## src/rtl/assert_macros.svh

```systemverilog
// Assertion macros shared by the capsule/circle overlap RTL.
// Every macro expects clk and rst_n in scope at the point of use.
`ifndef ASSERT_MACROS_SVH
`define ASSERT_MACROS_SVH

// Check a property on every clock edge outside reset.
`define ASSERT_ALWAYS(label, prop, msg) \
  label: assert property (@(posedge clk) disable iff (!rst_n) (prop)) \
    else $error(msg);

// Check that cons holds in the cycle after ante.
`define ASSERT_NEXT(label, ante, cons, msg) \
  label: assert property (@(posedge clk) disable iff (!rst_n) (ante) |=> (cons)) \
    else $error(msg);

`endif

```

## src/rtl/ccov_pkg.sv

```systemverilog
// Package for the capsule/circle overlap pipeline: widths, constants and
// the structs that travel between the front, divider and back stages.
`timescale 1ns / 1ps

package ccov_pkg;

  localparam int COORD_W = 16;
  localparam int FRAC_W  = 16;
  localparam int RAD_W   = 15;
  localparam int REACH_W = RAD_W + 1;
  localparam int DIFF_W  = COORD_W + 1;
  localparam int PROD_W  = 2 * DIFF_W;
  localparam int LEN_W   = PROD_W - 1;
  localparam int DOT_W   = PROD_W;
  localparam int T_W     = FRAC_W + 1;
  localparam int PT_W    = DIFF_W + T_W + 1;
  localparam int EX_W    = PT_W + 1;
  localparam int RND_SH  = FRAC_W - 4;
  localparam int D8_W    = DIFF_W + 6;
  localparam int SQ_W    = 2 * D8_W;
  localparam int RSQ_W   = 2 * REACH_W;
  localparam int DIST_W  = 34;
  localparam int DIST_SH = 8;

  typedef struct packed {
    logic signed [DIFF_W-1:0] rx;
    logic signed [DIFF_W-1:0] ry;
    logic signed [DIFF_W-1:0] sx;
    logic signed [DIFF_W-1:0] sy;
    logic [REACH_W-1:0]       reach;
  } geom_t;

  typedef struct packed {
    logic degen;
    logic neg;
    logic sat;
  } flag_t;

  typedef struct packed {
    geom_t             g;
    flag_t             f;
    logic [LEN_W-1:0]  len_sq;
    logic [LEN_W-1:0]  rem;
    logic [FRAC_W-1:0] q;
  } div_t;

  typedef struct packed {
    logic              overlap;
    logic [DIST_W-1:0] dist_sq;
    logic              degen;
  } res_t;

endpackage

```

## src/rtl/ccov_div.sv

```systemverilog
// Pipelined restoring divider: one quotient bit of dot * 2^FRAC_W / len_sq
// per stage. Depends on ccov_pkg and assert_macros.svh.
`timescale 1ns / 1ps
`include "assert_macros.svh"

module ccov_div (
  input  logic           clk,
  input  logic           rst_n,
  input  logic           adv,
  input  logic           d_valid,
  input  ccov_pkg::div_t d_i,
  output logic           q_valid,
  output ccov_pkg::div_t q_o
);

  localparam int N  = ccov_pkg::FRAC_W;
  localparam int LW = ccov_pkg::LEN_W;

  logic [N-1:0]   v_r, v_nxt;
  ccov_pkg::div_t stg_r   [N];
  ccov_pkg::div_t stg_nxt [N];

  function automatic ccov_pkg::div_t div_step(ccov_pkg::div_t s);
    ccov_pkg::div_t o;
    logic [LW:0]    rem2;
    logic           ge;
    o    = s;
    rem2 = {s.rem, 1'b0};
    ge   = (rem2 >= {1'b0, s.len_sq});
    o.rem = ge ? LW'(rem2 - {1'b0, s.len_sq}) : LW'(rem2);
    o.q   = {s.q[N-2:0], ge};
    return o;
  endfunction

  always_comb begin
    v_nxt      = {v_r[N-2:0], d_valid};
    stg_nxt[0] = div_step(d_i);
    for (int i = 1; i < N; i++) begin
      stg_nxt[i] = div_step(stg_r[i-1]);
    end
  end

  always_ff @(posedge clk) begin
    if (!rst_n) begin
      v_r <= '0;
    end else if (adv) begin
      v_r <= v_nxt;
    end
  end

  always_ff @(posedge clk) begin
    if (adv) begin
      for (int i = 0; i < N; i++) begin
        stg_r[i] <= stg_nxt[i];
      end
    end
  end

  assign q_valid = v_r[N-1];
  assign q_o     = stg_r[N-1];

  `ASSERT_ALWAYS(a_rem_below, (v_r[N-1] && !stg_r[N-1].f.neg) |-> (stg_r[N-1].rem < stg_r[N-1].len_sq), "divider remainder not below divisor")

endmodule

```

## config.mk

```make
export PLATFORM = sky130hd
export DESIGN_NAME = ccov_div
export DESIGN_NICKNAME = d
export VERILOG_FILES = /design/src/rtl/ccov_pkg.sv /design/src/rtl/ccov_div.sv
export VERILOG_INCLUDE_DIRS = /design/src /design/src/rtl
export SDC_FILE = /design/constraint.sdc
export NUM_CORES = 2
export LEC_CHECK = 0
export ABC_CLOCK_PERIOD_IN_PS = 6000
export BUFFER_PORTS_ARGS = -buffer_cell sky130_fd_sc_hd__buf_2
export CORE_MARGIN = 1
export CORE_UTILIZATION = 24
export CTS_BUF_LIST = sky130_fd_sc_hd__clkbuf_16
export DETAILED_ROUTE_END_ITERATION = 8
export MAX_ROUTING_LAYER = met4
export PLACE_DENSITY = 0.45
export REMOVE_ABC_BUFFERS = 1
export SETUP_SLACK_MARGIN = 0.05
export SLEW_MARGIN = 20
export SYNTH_ARGS = -nofsm -noshare
export SYNTH_HDL_FRONTEND = slang
export SYNTH_SLANG_ARGS = --single-unit
```

## constraint.sdc

```tcl
create_clock -name clk -period 6 [get_ports clk]
set_input_delay 1.2 -clock clk [delete_from_list [all_inputs] [get_ports clk]]
set_output_delay 1.2 -clock clk [all_outputs]
set_load 0.01 [all_outputs]
```

==> results.json <==
{
  "status": "finished, final reports clean",
  "critPathCaptureType": "flip-flop",
  "reg2regPathDepth": 11,
  "hold_violations": 0,
  "multiInputGateArea_um2": 31400,
  "grt_first_pass_wirelength_mm": 348,
  "netlist_area_um2": 114000,
  "clock-sinks": 2600,
  "skew_ns": 0.0796,
  "worstReg2RegEnd": "stg_r[0][366]$_DFFE_PP_",
  "gp_congestion": 0.907,
  "yosysSeqAreaShare_pct": 68.6,
  "cp.required_ns": 6.65,
  "placementRows": 252,
  "startpoint_type": "flip-flop",
  "rsz0062_at_grt": "no",
  "fillCellCount": 47319,
  "coreArea_um2": 471000,
  "holdPathStages": 0,
  "die_h_um": 690,
  "gr-total-overflow": 0,
  "tns_ns": 0,
  "ioPinCount": 343,
  "slowest_stage": "fa_1",
  "drc": 0,
  "ctsLongestPathBuffers": 4,
  "max_stage_delay_ns": 0.48,
  "critical-path-top-delay-family": "compound AO/OA/AOI/OAI gates",
  "post_cts_buffers": 0,
  "worst_ir_drop_vdd_v": 0.000273,
  "ys_ff_latch": 2600,
  "drt_first_pass_iters": 6,
  "final_cell_mix": "edfxtp_1, inv_1, a21oi_1",
  "hold_end": "stg_r[1][683]$_DFFE_PP_",
  "crit_chain": "fa_1 -> nand2b_1 -> a21oi_1 -> o211ai_1 -> o211ai_1 -> a221oi_1 -> o22ai_1 -> nor2_1 -> o21ai_4 -> buf_4 -> mux2_2",
  "initialDrtViolationCount": 3857,
  "cts_resized": 0,
  "min_period_ns": 4.54,
  "synthArstFlopShare_pct": 0,
  "setup_viol": 0,
  "synth_cell_type_count": 92,
  "insertion_delay_ns": 0.95,
  "power_leakage_uw": 0.0497,
  "synthCells": 7988,
  "power_density_nw_per_um2": 488,
  "path_clk_slew_ns": 0.06,
  "synthFlopType": "edfxtp_1",
  "wl_per_cell_um": 15.0,
  "cts_tree": "done",
  "cp.arrival_ns": 5.20,
  "cts_hold_buf": 0,
  "grt_use_total_pct": 9.20,
  "reg2reg_slack_ns": 1.46,
  "worst_slew_pin_slew_ns": 1.06,
  "slew_headroom_pct": 29.0,
  "slew_viol_final": 0,
  "die_area_um2": 476000,
  "min_path_type": "flip-flop to flip-flop",
  "worstSetupPathType": "flip-flop to flip-flop",
  "critPathMostFrequentCell": "o211ai_1",
  "final_common_cell": "edfxtp_1",
  "cts_buffers": 311,
  "syn_avg_cell_area_um2": 14.2,
  "fin_crit_sh_pct": 75.7,
  "synth-edff-count": 2584,
  "synth_warnings": 0,
  "vias": 61348,
  "grt_pass1_vias": 63116,
  "die_w_um": 690,
  "initial_utilization_pct": 24.1,
  "cts-root-buf": "clkbuf_16",
  "via_per_inst": 4.14,
  "area_growth_syn_to_layout_pct": 16.0,
  "clock.fmax_ghz": 0.220,
  "drive_gt1_share_pct": 10.7,
  "antenna_left": 0,
  "routed_wl_mm": 222,
  "portBuffers": 326,
  "antenna_found_initial": 2,
  "hpwl_mm": 154,
  "grt_max_degree": 168,
  "cp_max_fo": 48,
  "holdCritStartpoint": "stg_r[1][513]$_DFFE_PP_",
  "cts-htree-levels": 5,
  "layout.nets": 9072,
  "ff_latch_area_um2": 77900,
  "cp_num_buf_inv": 1,
  "cap_violations": 0,
  "hold_ws_ns": 0.384,
  "reg2reg_from": "stg_r[0][218]$_DFFE_PP_"
}
## where the power goes
part	leakage, uW	switching [uW]	internal (uW)
Clock	0.00500	7530	10500
Sequential	0.0254	1440	24100
Combinational	0.0193	11900	8760
Total	0.0497	20900	43400
## how the worst max path moves through the flow
| stage | start | endpoint | slack (ns) | cells after the start |
|---|---|---|---|---|
| 3_3_place_gp | d_i[16] | stg_r[0][19]$_DFFE_PP_ | 1.06 | 14 |
| 5_1_grt | stg_r[0][556]$_DFFE_PP_ | stg_r[0][711]$_DFFE_PP_ | 1.29 | 12 |
| 4_1_cts | stg_r[0][218]$_DFFE_PP_ | stg_r[0][366]$_DFFE_PP_ | 1.47 | 11 |
| 6_report | stg_r[0][218]$_DFFE_PP_ | stg_r[0][366]$_DFFE_PP_ | 1.46 | 11 |
| 2_1_floorplan | stg_r[1][25]$_DFFE_PP_ | stg_r[1][215]$_DFFE_PP_ | -1.66 | 10 |
| 3_5_place_dp | d_i[16] | stg_r[0][30]$_DFFE_PP_ | 1.09 | 14 |
## sequential cells by signal (all words and copies together) (netlist names)
signal / count
v_r: 16
stg_r: 2584
## stage by stage
step | cell area (um^2) | power (uW) | util, % | instances | setup slack [ns]
2_1_floorplan | 112000 | 40800 | - | 7648 | -1.66
3_3_place_gp | 122000 | 46300 | 25.9 | 14265 | 1.06
3_5_place_dp | 122000 | 46600 | 25.9 | 14265 | 1.09
4_1_cts | 132000 | 65200 | 28.0 | 14822 | 1.47
5_1_grt | 132000 | 68400 | 28.0 | 14823 | 1.29
6_report | 132000 | 64300 | 28.0 | 14825 | 1.46
## Yosys cell counts, drive strengths merged (82+ instances only)
| master | count | area (um^2) |
|---|---|---|
| a21o | 274 | 2060 |
| a21oi | 599 | 3000 |
| buf | 208 | 1490 |
| clkbuf | 132 | 495 |
| edfxtp | 2584 | 77600 |
| ha | 528 | 6610 |
| inv | 637 | 2390 |
| mux2 | 205 | 2410 |
| nand2 | 418 | 1570 |
| nand3 | 107 | 536 |
| nand4 | 82 | 513 |
| nor2 | 405 | 1520 |
| nor2b | 84 | 533 |
| o21ai | 395 | 1980 |
| xnor2 | 264 | 2310 |
| xor2 | 194 | 1700 |
## metal layers
layer  routed length (um)  global-route usage (%)  vias to the layer above
met3                 9860                    1.86                      558
li1                     -                       -                    30388
met1                97700                    10.7                    29169
met5                    0                       -                        -
met4                10300                    4.21                        0
met2               105000                    15.3                     1233
## final cells by class
cell class	count	share of cell area (%)
clock inverters	241	1.45
inverters	637	1.81
repair buffers	394	1.86
multi-input cells	4411	23.8
well taps	6223	5.91
diodes	3	0.00570
flip-flops and latches	2600	59.1
clock buffers	316	6.00
## cell families after synthesis
group,after synthesis,share of synthesized area (%)
compound gates,1790,9.84
xor+xnor,458,3.53
fa+ha+maj,544,6.10
buf+inv,977,3.85
flops,2600,68.6
mux,233,2.37
simple gates,1386,5.73
Power figures use the tool's default switching activity.
