==> config.mk <==
export PLATFORM = sky130hd
export DESIGN_NAME = ccov_front
export DESIGN_NICKNAME = d
export VERILOG_FILES = /design/src/rtl/ccov_pkg.sv /design/src/rtl/ccov_front.sv
export VERILOG_INCLUDE_DIRS = /design/src /design/src/rtl
export SDC_FILE = /design/constraint.sdc
export NUM_CORES = 2
export LEC_CHECK = 0
export BUFFER_PORTS_ARGS = -buffer_cell sky130_fd_sc_hd__buf_4
export CELL_PAD_IN_SITES_DETAIL_PLACEMENT = 1
export CELL_PAD_IN_SITES_GLOBAL_PLACEMENT = 2
export CORE_MARGIN = 3
export CORE_UTILIZATION = 47
export DETAILED_ROUTE_END_ITERATION = 7
export PLACE_DENSITY_LB_ADDON = 0.05
export SYNTH_ARGS = -nofsm -noshare
export SYNTH_HDL_FRONTEND = slang
export SYNTH_SLANG_ARGS = --single-unit
export TNS_END_PERCENT = 10
==> constraint.sdc <==
create_clock -name clk -period 19.7 [get_ports clk]
set_clock_uncertainty 0.2 [all_clocks]
set_input_delay 1.97 -clock clk [delete_from_list [all_inputs] [get_ports clk]]
set_output_delay 1.97 -clock clk [all_outputs]
set_load 0.1 [all_outputs]
==> src/rtl/assert_macros.svh <==
// Assertion macros shared by the capsule/circle overlap RTL.
// Every macro expects clk and rst_n in scope at the point of use.
`ifndef ASSERT_MACROS_SVH
`define ASSERT_MACROS_SVH

// Check a property on every clock edge outside reset.
`define ASSERT_ALWAYS(label, prop, msg) \
  label: assert property (@(posedge clk) disable iff (!rst_n) (prop)) \
    else $error(msg);

// Check that cons holds in the cycle after ante.
`define ASSERT_NEXT(label, ante, cons, msg) \
  label: assert property (@(posedge clk) disable iff (!rst_n) (ante) |=> (cons)) \
    else $error(msg);

`endif

==> src/rtl/ccov_pkg.sv <==
// Package for the capsule/circle overlap pipeline: widths, constants and
// the structs that travel between the front, divider and back stages.
`timescale 1ns / 1ps

package ccov_pkg;

  localparam int COORD_W = 16;
  localparam int FRAC_W  = 16;
  localparam int RAD_W   = 15;
  localparam int REACH_W = RAD_W + 1;
  localparam int DIFF_W  = COORD_W + 1;
  localparam int PROD_W  = 2 * DIFF_W;
  localparam int LEN_W   = PROD_W - 1;
  localparam int DOT_W   = PROD_W;
  localparam int T_W     = FRAC_W + 1;
  localparam int PT_W    = DIFF_W + T_W + 1;
  localparam int EX_W    = PT_W + 1;
  localparam int RND_SH  = FRAC_W - 4;
  localparam int D8_W    = DIFF_W + 6;
  localparam int SQ_W    = 2 * D8_W;
  localparam int RSQ_W   = 2 * REACH_W;
  localparam int DIST_W  = 34;
  localparam int DIST_SH = 8;

  typedef struct packed {
    logic signed [DIFF_W-1:0] rx;
    logic signed [DIFF_W-1:0] ry;
    logic signed [DIFF_W-1:0] sx;
    logic signed [DIFF_W-1:0] sy;
    logic [REACH_W-1:0]       reach;
  } geom_t;

  typedef struct packed {
    logic degen;
    logic neg;
    logic sat;
  } flag_t;

  typedef struct packed {
    geom_t             g;
    flag_t             f;
    logic [LEN_W-1:0]  len_sq;
    logic [LEN_W-1:0]  rem;
    logic [FRAC_W-1:0] q;
  } div_t;

  typedef struct packed {
    logic              overlap;
    logic [DIST_W-1:0] dist_sq;
    logic              degen;
  } res_t;

endpackage

==> src/rtl/ccov_front.sv <==
// Front stages: offsets, products, dot and squared length, classification.
// Depends on ccov_pkg and assert_macros.svh.
`timescale 1ns / 1ps
`include "assert_macros.svh"

module ccov_front (
  input  logic                                 clk,
  input  logic                                 rst_n,
  input  logic                                 adv,
  input  logic                                 in_valid,
  input  logic signed [ccov_pkg::COORD_W-1:0]  pt_x,
  input  logic signed [ccov_pkg::COORD_W-1:0]  pt_y,
  input  logic signed [ccov_pkg::COORD_W-1:0]  a_x,
  input  logic signed [ccov_pkg::COORD_W-1:0]  a_y,
  input  logic signed [ccov_pkg::COORD_W-1:0]  b_x,
  input  logic signed [ccov_pkg::COORD_W-1:0]  b_y,
  input  logic [ccov_pkg::RAD_W-1:0]           hw,
  input  logic [ccov_pkg::RAD_W-1:0]           cr,
  output logic                                 d_valid,
  output ccov_pkg::div_t                       d_o
);

  localparam int DW = ccov_pkg::DIFF_W;
  localparam int RW = ccov_pkg::REACH_W;
  localparam int LW = ccov_pkg::LEN_W;

  typedef struct packed {
    ccov_pkg::geom_t                      g;
    logic signed [ccov_pkg::PROD_W-1:0]   ssx;
    logic signed [ccov_pkg::PROD_W-1:0]   ssy;
    logic signed [ccov_pkg::PROD_W-1:0]   rxs;
    logic signed [ccov_pkg::PROD_W-1:0]   rys;
  } prod_t;

  typedef struct packed {
    ccov_pkg::geom_t                     g;
    logic [ccov_pkg::LEN_W-1:0]          len_sq;
    logic signed [ccov_pkg::DOT_W-1:0]   dot;
  } sum_t;

  logic [3:0]      v_r, v_nxt;
  ccov_pkg::geom_t f1_r, f1_nxt;
  prod_t           f2_r, f2_nxt;
  sum_t            f3_r, f3_nxt;
  ccov_pkg::div_t  f4_r, f4_nxt;

  always_comb begin
    v_nxt = {v_r[2:0], in_valid};

    f1_nxt.rx    = DW'(pt_x) - DW'(a_x);
    f1_nxt.ry    = DW'(pt_y) - DW'(a_y);
    f1_nxt.sx    = DW'(b_x) - DW'(a_x);
    f1_nxt.sy    = DW'(b_y) - DW'(a_y);
    f1_nxt.reach = RW'(hw) + RW'(cr);

    f2_nxt.g   = f1_r;
    f2_nxt.ssx = f1_r.sx * f1_r.sx;
    f2_nxt.ssy = f1_r.sy * f1_r.sy;
    f2_nxt.rxs = f1_r.rx * f1_r.sx;
    f2_nxt.rys = f1_r.ry * f1_r.sy;

    f3_nxt.g      = f2_r.g;
    f3_nxt.len_sq = LW'(f2_r.ssx + f2_r.ssy);
    f3_nxt.dot    = f2_r.rxs + f2_r.rys;

    f4_nxt.g       = f3_r.g;
    f4_nxt.len_sq  = f3_r.len_sq;
    f4_nxt.q       = '0;
    f4_nxt.f.degen = (f3_r.len_sq == '0);
    f4_nxt.f.neg   = f3_r.dot[ccov_pkg::DOT_W-1] || (f3_r.dot == '0);
    f4_nxt.f.sat   = !f4_nxt.f.neg && ($unsigned(f3_r.dot) >= {1'b0, f3_r.len_sq});
    // seed the divider only when the quotient lies strictly inside (0,1)
    f4_nxt.rem     = (f4_nxt.f.neg || f4_nxt.f.sat) ? '0 : f3_r.dot[LW-1:0];
  end

  always_ff @(posedge clk) begin
    if (!rst_n) begin
      v_r <= '0;
    end else if (adv) begin
      v_r <= v_nxt;
    end
  end

  always_ff @(posedge clk) begin
    if (adv) begin
      f1_r <= f1_nxt;
      f2_r <= f2_nxt;
      f3_r <= f3_nxt;
      f4_r <= f4_nxt;
    end
  end

  assign d_valid = v_r[3];
  assign d_o     = f4_r;

  `ASSERT_ALWAYS(a_degen_neg, (v_r[3] && f4_r.f.degen) |-> f4_r.f.neg, "degenerate pair not zero t")

endmodule

==> metrics.txt <==
NumNets Final 8204; final hold viol count 0; FF+latch count, synth 606; status finished clean; detailed-route via count 43400; most instantiated flip-flop cell in the synthesis netlist sky130_fd_sc_hd__edfxtp_1; Post-Syn Instances 6172; CTS resizes 0; clk buf depth 3; final worst-path cycle share 38.5%; average footprint of a synthesized cell 10.8 µm²; Placeable Area 140000 µm²; list of cells traversed by the critical path buf_4, nand2_1, fa_1, inv_1, fa_1, inv_1, fa_1, inv_1, fa_1, fa_1, inv_1, fa_1, inv_1, ha_1, a21o_1, a21oi_1, o211ai_1, a21oi_1, o22ai_1, o21a_1, a211oi_1, o21bai_1, xor2_1; Critical Path End Type flop; Cell Area, Synth 66600 µm²; Sequential cell area 18200 µm²; number of max-capacitance violations reported 0; worst path buffer plus inverter count 6; number of warnings issued by yosys 0; Final Wtd Congestion 0.828; # port buffers 283; Yosys top cell by area sky130_fd_sc_hd__fa_1; Std-Cell Rows 137; CTS hold repair buffers 0; post-synthesis async set-or-reset flop share 0%; data arrival at the endpoint of the critical path 7.81 ns; proportion of netlist area held by the largest area contributor 33.7%; count of boundary I/O pins 300; post-placement worst setup slack 12.18 ns; Remaining DRCs 0; fraction of layout cells with a size suffix above 1 7.47%; Max Fclk 0.132 GHz; fill cell total of the finished layout 15200; number of flops mapped to enable cells by yosys 602; number of pins exceeding their max-slew limit in the final report 0; Detailed Route WL 164000 µm; delay of the slowest cell on the worst path 0.57 ns; area after detailed placement 70900 µm²; wire length of the first global-routing pass 266000 µm; type of the most critical hold path flop to flop; number of antenna violations at the first check in global routing 11; final setup margin 12.12 ns; antenna-violating nets left 0; detailed-route vias per instance 5.18; Iteration-0 DRC Markers 2184; CTS buffer count 75; gr usage total 23.4%; sequential element share of the synthesized area 27.3%; maximum net fanout on the critical path 27; Worst path top cell family by delay adder cells; vias in the first global route 48500; Critical-path top delay cell sky130_fd_sc_hd__edfxtp_1; start-to-end type of the worst setup path flop to flop; y dimension of the die 382 µm; CTS sink count 606; total grt overflow 0; drt pass-1 iters 5; clock latency at the later pin of the worst-skew pair 0.69 ns; Clock transition at path regs 0.06 ns; maximum number of pins on one net before global-route repair 109; die width 382 µm; RSZ-0062 raised after global routing no; required time at the endpoint of the critical path 19.93 ns; crit start category flop; area growth from synthesis to final layout 10.1%; transition time at the pin with the least slew margin 0.989 ns; Root Buffer Master sky130_fd_sc_hd__clkbuf_16; cell repeated most along the worst path sky130_fd_sc_hd__fa_1; clock tree from TritonCTS yes; final sum of negative setup slack 0 ns; DR WL/cell 19.6 µm; Initial Util 47.6%; multi-input combinational cell area 42300 µm²; count of cell types in the netlist 81; Slew headroom 32.4%; area enclosed by the die boundary 146000 µm²; post-route standard cell area excluding fillers 73300 µm²; Final setup violation count 0; deepest level of the CTS H-tree 3; minimum period implied by the final worst setup slack 7.58 ns; largest cells by area after synthesis sky130_fd_sc_hd__fa_1 34%, sky130_fd_sc_hd__edfxtp_1 27%, sky130_fd_sc_hd__ha_1 9.8%, sky130_fd_sc_hd__inv_1 8.2%, sky130_fd_sc_hd__and2_1 4.1%; number of buffers added for setup after CTS 0; half-perimeter wire length after placement 130000 µm
-- worst paths after layout --
| kind | slack, ns | to | startpoint | cells past startpoint |
|---|---|---|---|---|
| setup reg to reg | 12.12 | f2_r[99] | f1_r[25] | 23 |
| hold / removal | 0.20 | d_o[94] | f3_r[76] | 0 |
| hold reg to reg | 0.20 | d_o[94] | f3_r[76] | 0 |
| setup / recovery | 12.12 | f2_r[99] | f1_r[25] | 23 |
-- placed cells by master, fill, tap and decap left out, drive strengths merged, types with 17 or more instances in the layout --
master  Yosys  final
and2      439    439
fa       1120   1120
a21o       90     90
nand4      17     17
a21oi     161    161
nand3      51     51
a211oi     17     17
o21a       27     27
nand2b     33     33
clkinv      1     31
nor3       70     70
xor2       55     55
nor2b      40     40
clkbuf    149     94
o21ai      99     99
and3       28     28
ha        520    520
nand2     494    494
inv      1460   1462
nor2      225    225
o21bai     21     21
xnor2     201    201
edfxtp    602    602
or3        21     21
buf        23    342
nor4       17     17
a21boi     17     17
-- sequential cells by signal (all words and copies together), names as in the netlist --
name	cells
v_r	4
d_o	153
f2_r	214
f3_r	151
f1_r	84
-- synth_stat cells, types with 27 or more instances --
| cell type | count |
|---|---|
| sky130_fd_sc_hd__nand2b_1 | 33 |
| sky130_fd_sc_hd__nor2_1 | 225 |
| sky130_fd_sc_hd__fa_1 | 1120 |
| sky130_fd_sc_hd__and2_1 | 438 |
| sky130_fd_sc_hd__xor2_1 | 55 |
| sky130_fd_sc_hd__nor2b_1 | 40 |
| sky130_fd_sc_hd__and3_1 | 28 |
| sky130_fd_sc_hd__xnor2_1 | 201 |
| sky130_fd_sc_hd__a21o_1 | 90 |
| sky130_fd_sc_hd__edfxtp_1 | 602 |
| sky130_fd_sc_hd__clkbuf_1 | 149 |
| sky130_fd_sc_hd__nand2_1 | 494 |
| sky130_fd_sc_hd__a21oi_1 | 161 |
| sky130_fd_sc_hd__nand3_1 | 51 |
| sky130_fd_sc_hd__inv_1 | 1459 |
| sky130_fd_sc_hd__ha_1 | 520 |
| sky130_fd_sc_hd__nor3_1 | 70 |
| sky130_fd_sc_hd__o21ai_0 | 78 |
| sky130_fd_sc_hd__o21a_1 | 27 |
-- metrics by stage --
stage               cells  util (%)  hold slack, ns
global route         8371      52.4           0.213
CTS                  8370      52.4           0.213
floorplan            6187         -           0.200
global placement     8233      50.6           0.200
finish               8373      52.4           0.204
detailed placement   8233      50.6           0.205
-- cell type report --
type,instances,area share (%)
antenna,3,0.0102
clock buffer,94,2.69
clock inverter,43,0.682
inverter,1461,7.48
multi-input combinational,3948,57.7
sequential,606,24.8
tap,1876,3.20
timing repair buffer,342,3.51
-- layer usage --
| layer | share of wire (%) | vias to the layer above | global-route usage [%] |
|---|---|---|---|
| met5 | 0 | - | 0 |
| met4 | 2.1 | 0 | 4.82 |
| met3 | 5.2 | 170 | 3.79 |
| met2 | 48 | 782 | 38.4 |
| met1 | 45 | 22700 | 32.9 |
| li1 | - | 19800 | - |
-- cell families (layout without fill, tap and decap cells) --
| kind of cell | Yosys count | count (layout) | synth area share (%) |
|---|---|---|---|
| fa+ha+maj | 1640 | 1640 | 43.4 |
| buf+inv | 1633 | 1940 | 9.31 |
| simple gates | 1466 | 1466 | 10.9 |
| flops | 606 | 606 | 27.3 |
| compound gates | 563 | 563 | 5.60 |
| xor+xnor | 256 | 256 | 3.37 |
| mux | 7 | 7 | 0.109 |
| other cells | 1 | 19 | 0.00563 |
Power is left out: the tool's default activity adds up to more than one toggle a clock period on the data nets, which glitch-free logic cannot reach.
